**src/rtl/core/ffsa_pkg.sv**
```systemverilog
// ----------------------------------------------------------------------------
// ffsa_pkg: shared definitions for the first-fit slot allocator
// Command and status codes, controller states, and the control word that
// links the controller to the datapath.
// ----------------------------------------------------------------------------
package ffsa_pkg;

  // Default number of slots in the store.
  localparam int SLOTS_DEFAULT = 256;

  // Free marks are searched in groups of this many bits.
  localparam int GROUP_W = 16;

  // Configuration port widths.
  localparam int PADDR_W = 3;
  localparam int PDATA_W = 32;

  // Register indexes (the upper address bit selects the register).
  localparam logic REG_NODE_ID = 1'b0;

  // Command codes carried by an input word.
  typedef enum logic [1:0] {
    CMD_ALLOC  = 2'd0,
    CMD_FREE   = 2'd1,
    CMD_MODIFY = 2'd2,
    CMD_QUERY  = 2'd3
  } cmd_t;

  // Status codes carried by a result word.
  localparam logic [2:0] ST_OK           = 3'd0;
  localparam logic [2:0] ST_FULL         = 3'd1;
  localparam logic [2:0] ST_ALREADY_FREE = 3'd2;
  localparam logic [2:0] ST_BEYOND       = 3'd3;
  localparam logic [2:0] ST_MISMATCH     = 3'd4;

  // Controller states.
  typedef enum logic {
    S_IDLE,
    S_EXEC
  } state_t;

  // Commands from the controller to the datapath.
  typedef struct packed {
    logic capture;  // latch the input word and start the memory read
    logic execute;  // update the store and load the result register
  } ctl_t;

endpackage

```
**src/rtl/core/ffsa_cfg.sv**
```systemverilog
// ----------------------------------------------------------------------------
// ffsa_cfg: configuration registers
// APB-style register file holding the node id returned with allocations.
// ----------------------------------------------------------------------------
module ffsa_cfg (
  input  logic                            clk,
  input  logic                            rst,
  input  logic                            psel,
  input  logic                            penable,
  input  logic                            pwrite,
  input  logic [ffsa_pkg::PADDR_W-1:0]    paddr,
  input  logic [ffsa_pkg::PDATA_W-1:0]    pwdata,
  output logic [ffsa_pkg::PDATA_W-1:0]    prdata,
  output logic                            pready,
  output logic [15:0]                     node_id
);

  logic write_en;
  logic sel_node;

  // The upper address bit picks the register; low bits are byte offsets.
  assign sel_node = (paddr[ffsa_pkg::PADDR_W-1] == ffsa_pkg::REG_NODE_ID);
  assign write_en = psel && penable && pwrite && pready;
  assign pready   = 1'b1;

  // Node id register.
  always_ff @(posedge clk) begin
    if (rst) begin
      node_id <= '0;
    end else if (write_en && sel_node) begin
      node_id <= pwdata[15:0];
    end
  end

  // Read data; addresses past the register list read as zero.
  always_comb begin
    prdata = '0;
    if (sel_node) begin
      prdata = {{(ffsa_pkg::PDATA_W-16){1'b0}}, node_id};
    end
  end

endmodule

```
**config.mk**
```make
export PLATFORM = sky130hd
export DESIGN_NAME = ffsa_cfg
export DESIGN_NICKNAME = d
export VERILOG_FILES = /design/src/rtl/core/ffsa_pkg.sv /design/src/rtl/core/ffsa_cfg.sv
export SDC_FILE = /design/constraint.sdc
export NUM_CORES = 1
export LEC_CHECK = 0
export BUFFER_PORTS_ARGS = -buffer_cell sky130_fd_sc_hd__buf_2
export CAP_MARGIN = 20
export CORE_MARGIN = 10
export CORE_UTILIZATION = 40
export DETAILED_ROUTE_END_ITERATION = 10
export PLACE_DENSITY_LB_ADDON = 0.2
export SLEW_MARGIN = 20
export SYNTH_ARGS = -nofsm -noshare
export SYNTH_HDL_FRONTEND = slang
export SYNTH_SLANG_ARGS = --single-unit
```
**constraint.sdc**
```tcl
create_clock -name clk -period 1.5 [get_ports clk]
set_clock_uncertainty 0.1 [all_clocks]
set_input_delay 0.15 -clock clk [delete_from_list [all_inputs] [get_ports clk]]
set_output_delay 0.15 -clock clk [all_outputs]
set_load 0.01 [all_outputs]
```
# --- After elaboration in Yosys (flattened, before gate mapping) ---
# Cells that the tools add are included.
# W data, S select, Z words.
totals:
  reg_bits: 16
  input_bits: 40
  elab_cells: 6
  out_inout_bits: 49
op_classes:
  bitwise: 1
  reduce_logical: 3
  n_mux: 1
ops:
  columns: ["op", "count"]
  rows:
  - ["$mux W16", 1]
  - ["$logic_and A1 B1 Y1", 3]
  - ["$not A1 Y1", 1]

# --- Longest topological paths before layout ---
logic_depth:
  word_depth: 3
  mapped_depth: 4
  ltp_nobuf: 2

# --- Worst setup path before layout ---
# No wires, ideal clock.
synth_timing:
  path_type: "input to register"
  start: "input paddr[2] in the netlist's numbering"
  end: "register node_id[0]"
  cell_stages: 4
  setup_ns: 0.072
  arrival_ns: 0.819
  required_time_ns: 1.328
  n_path_buf: 2
  setup_slack_ns: 0.510
  path_cell_list: "and4b_1 buf_6 buf_12 mux2i_1"
synth_between:
  elab_chain_len: 2
synth_rtl:
  columns: ["item", "line_no", "rtl"]
  rows:
  - ["start, declared", "ffsa_cfg.sv:11", "input logic [ffsa_pkg::PADDR_W-1:0] paddr,"]
  - ["$not A1 Y1", "ffsa_cfg.sv:22", "assign sel_node = (paddr[ffsa_pkg::PADDR_W-1] == ffsa_pkg::REG_NODE_ID);"]
  - ["$logic_and A1 B1 Y1", "ffsa_cfg.sv:30", "end else if (write_en && sel_node) begin"]
  - ["end signal, assigned", "ffsa_cfg.sv:31", "node_id <= pwdata[15:0];"]
  - ["end, declared", "ffsa_cfg.sv:15", "output logic [15:0] node_id"]
# Every way passes these cells.
# A chain may end at the register's enable or synchronous reset.

# --- Worst setup path in the final report ---
layout_timing:
  start: "register node_id[0]"
  end: "output prdata[0] in the netlist's numbering"
layout_between:
  elab_chain_len: 1
layout_rtl:
  columns: ["item", "line_no", "rtl"]
  rows:
  - ["$mux W16", "ffsa_cfg.sv:38", "if (sel_node) begin"]
  - ["end, declared", "ffsa_cfg.sv:13", "output logic [ffsa_pkg::PDATA_W-1:0] prdata,"]
# Every way passes these cells.

==> out/qor.txt <==
dpl cells -> 181
max FFs per register -> 16
Die H -> 69.7 um
Max Cap Viol -> 0
Psw -> 0.214 mW
FF/Latch Area -> 320 sq um
Area Growth Syn to Fin -> 23.6%
die area -> 4860 sq um
total global-route track usage -> 10.0%
Peak supply drop -> 0.452 mV
endpoint kind of the worst setup timing path -> output pin
vias per inst -> 4.26
min-delay worst type -> input pin to flip-flop
post-synth cell types -> 11
top cell type's share of synthesized area -> 32.4%
DR pass1 iterations -> 4
final core area utilization -> 53.6%
Max Root-Sink Buffers -> 2
core area -> 2280 sq um
Detailed Place HPWL -> 2.05 mm
Area contributors post-synth -> dfxtp_1 (32%), nand2b_1 (20%), mux2i_1 (16%)
input/output buffers -> 53
area of the multi-input gates -> 549 sq um
# rows -> 17
fmax -> 0.843 GHz
root buffer cell -> clkbuf_4
CTS Hold Buffers Added -> 0
Congestion Overflow GR -> 0
Final min period -> 1.19 ns
Register-to-Register Path Depth -> 2
CP Class -> flip-flop to output pin
DRC -> 0
WL per Instance -> 13.9 um
io pins -> 89
worst reg2reg setup slack -> 0.78 ns
CTS Sinks -> 16
Mapped Cells -> 106
layout cell share with drive strength beyond 1 -> 41.0%
routed vias -> 783
largest net degree at the start of global routing -> 33
H-Tree Level Count -> 1
Final Hold Fails -> 0
CP Capture Point -> prdata[0]
first-pass GRT wire length -> 4.06 mm
initial drt markers -> 17
Num CTS Buffers -> 3
Largest Register -> node_id
critical path required time -> 1.25 ns
clock power share -> 28.5%
initial antenna violation count -> 0
fill cell count -> 236
crit start category -> flip-flop
synthesized flop and latch total -> 16
vias in the first global route -> 827
final wirelength -> 2.55 mm
Starting Density -> 43.4%
CTS tree -> done
Netlist Area Pre-Place -> 987 sq um
fin cells -> 184
most frequent cells in the layout -> buf_2 (53), nand2b_1 (32), conb_1 (17)
Internal Power -> 0.591 mW
Power Density -> 659 nW/um^2
outcome -> completed
mean cell area of the mapped netlist -> 9.31 sq um
total power -> 0.804 mW
die width -> 69.7 um
Placer Congestion -> 0.660
Hold Worst Slack -> 0.0197 ns
final setup TNS -> 0 ns
worst-skew pair later-pin latency -> 0.28 ns
Setup crit start -> node_id[0]$_SDFFE_PP0P_
CTS clk-pin slew, worst paths -> 0.10 ns
max-slew violation count -> 0
crit-path max FO -> 3
RSZ-0062 raised after global routing -> no
combinational power share -> 16.8%
r2r startpoint -> node_id[0]$_SDFFE_PP0P_
PostCTS Resize Cnt -> 0
Leakage -> 0.633 nW
Nets -> 198
commonest non-fill, non-tap cell in the layout -> buf_2
Data arrival, critical path -> 0.94 ns
worst flop-to-flop path endpoint -> node_id[0]$_SDFFE_PP0P_
register area share after synthesis -> 32.4%
sequential share of power -> 54.7%
Setup Buffers After CTS -> 0
warning count from the yosys run -> 0
Antenna diodes -> 0
post-route antenna net violation count -> 0
Sw Ratio -> 26.6%
Tcrit/Tclk final -> 79.1%
Setup-failing EPs final -> 0
area leader, netlist -> dfxtp_1
Regs by FF count -> node_id (16)
worst max-delay path, cell delays in order (launching register included):
cell and delay [ns]:
dfxtp_1 0.34, and2b_2 0.19, buf_2 0.13
synthesized netlist by cell type, drive strengths merged:
library cell  count
clkbuf            4
mux2i            16
and2b             6
and4b             1
buf              19
nor2b            10
nand2b           32
conb              2
dfxtp            16
stage by stage:
stage	instance area (sq um)	setup WS, ns
6_report	1220	0.313
5_1_grt	1220	0.247
4_1_cts	1220	0.297
3_5_place_dp	1200	0.325
3_3_place_gp	1200	0.357
2_1_floorplan	1040	0.510
per-layer routing:
layer,wire length [um],track usage [%],vias up
met3,317,5.85,2
li1,-,-,399
met5,0,0,-
met4,16,3.26,0
met2,1290,17.7,35
met1,926,9.45,347
layout make-up:
cell class / count / area share, %
Multi-Input combinational cell: 82 / 45.0
Tap cell: 28 / 2.87
Timing Repair Buffer: 55 / 24.0
Sequential cell: 16 / 26.3
Clock buffer: 3 / 1.85
cells by family after synthesis:
kind of cell           synth area share (%)
buffers and inverters                  17.6
DFF                                    32.4
muxes                                  16.2
other                                 0.761
and+or+nand+nor                        33.0
worst min path at each step:
stage | end | from | depth (start not counted) | slack [ns]
floorplan | node_id[10]$_SDFFE_PP0P_ | pwdata[10] | 2 | 0.20
global placement | node_id[11]$_SDFFE_PP0P_ | pwdata[11] | 3 | 0.31
detailed placement | node_id[1]$_SDFFE_PP0P_ | pwdata[1] | 3 | 0.32
CTS | node_id[1]$_SDFFE_PP0P_ | pwdata[1] | 3 | 0.01
global route | node_id[11]$_SDFFE_PP0P_ | pwdata[11] | 3 | 0.01
finish | node_id[11]$_SDFFE_PP0P_ | pwdata[11] | 3 | 0.02
power by group through the flow:
stage / clock (mW) / combinational (mW) / sequential (mW)
2_1_floorplan: 0 / 0.111 / 0.454
3_3_place_gp: 0 / 0.131 / 0.449
3_5_place_dp: 0 / 0.135 / 0.450
4_1_cts: 0.239 / 0.135 / 0.440
5_1_grt: 0.260 / 0.150 / 0.442
6_report: 0.229 / 0.135 / 0.440
Power figures use the tool's default switching activity.
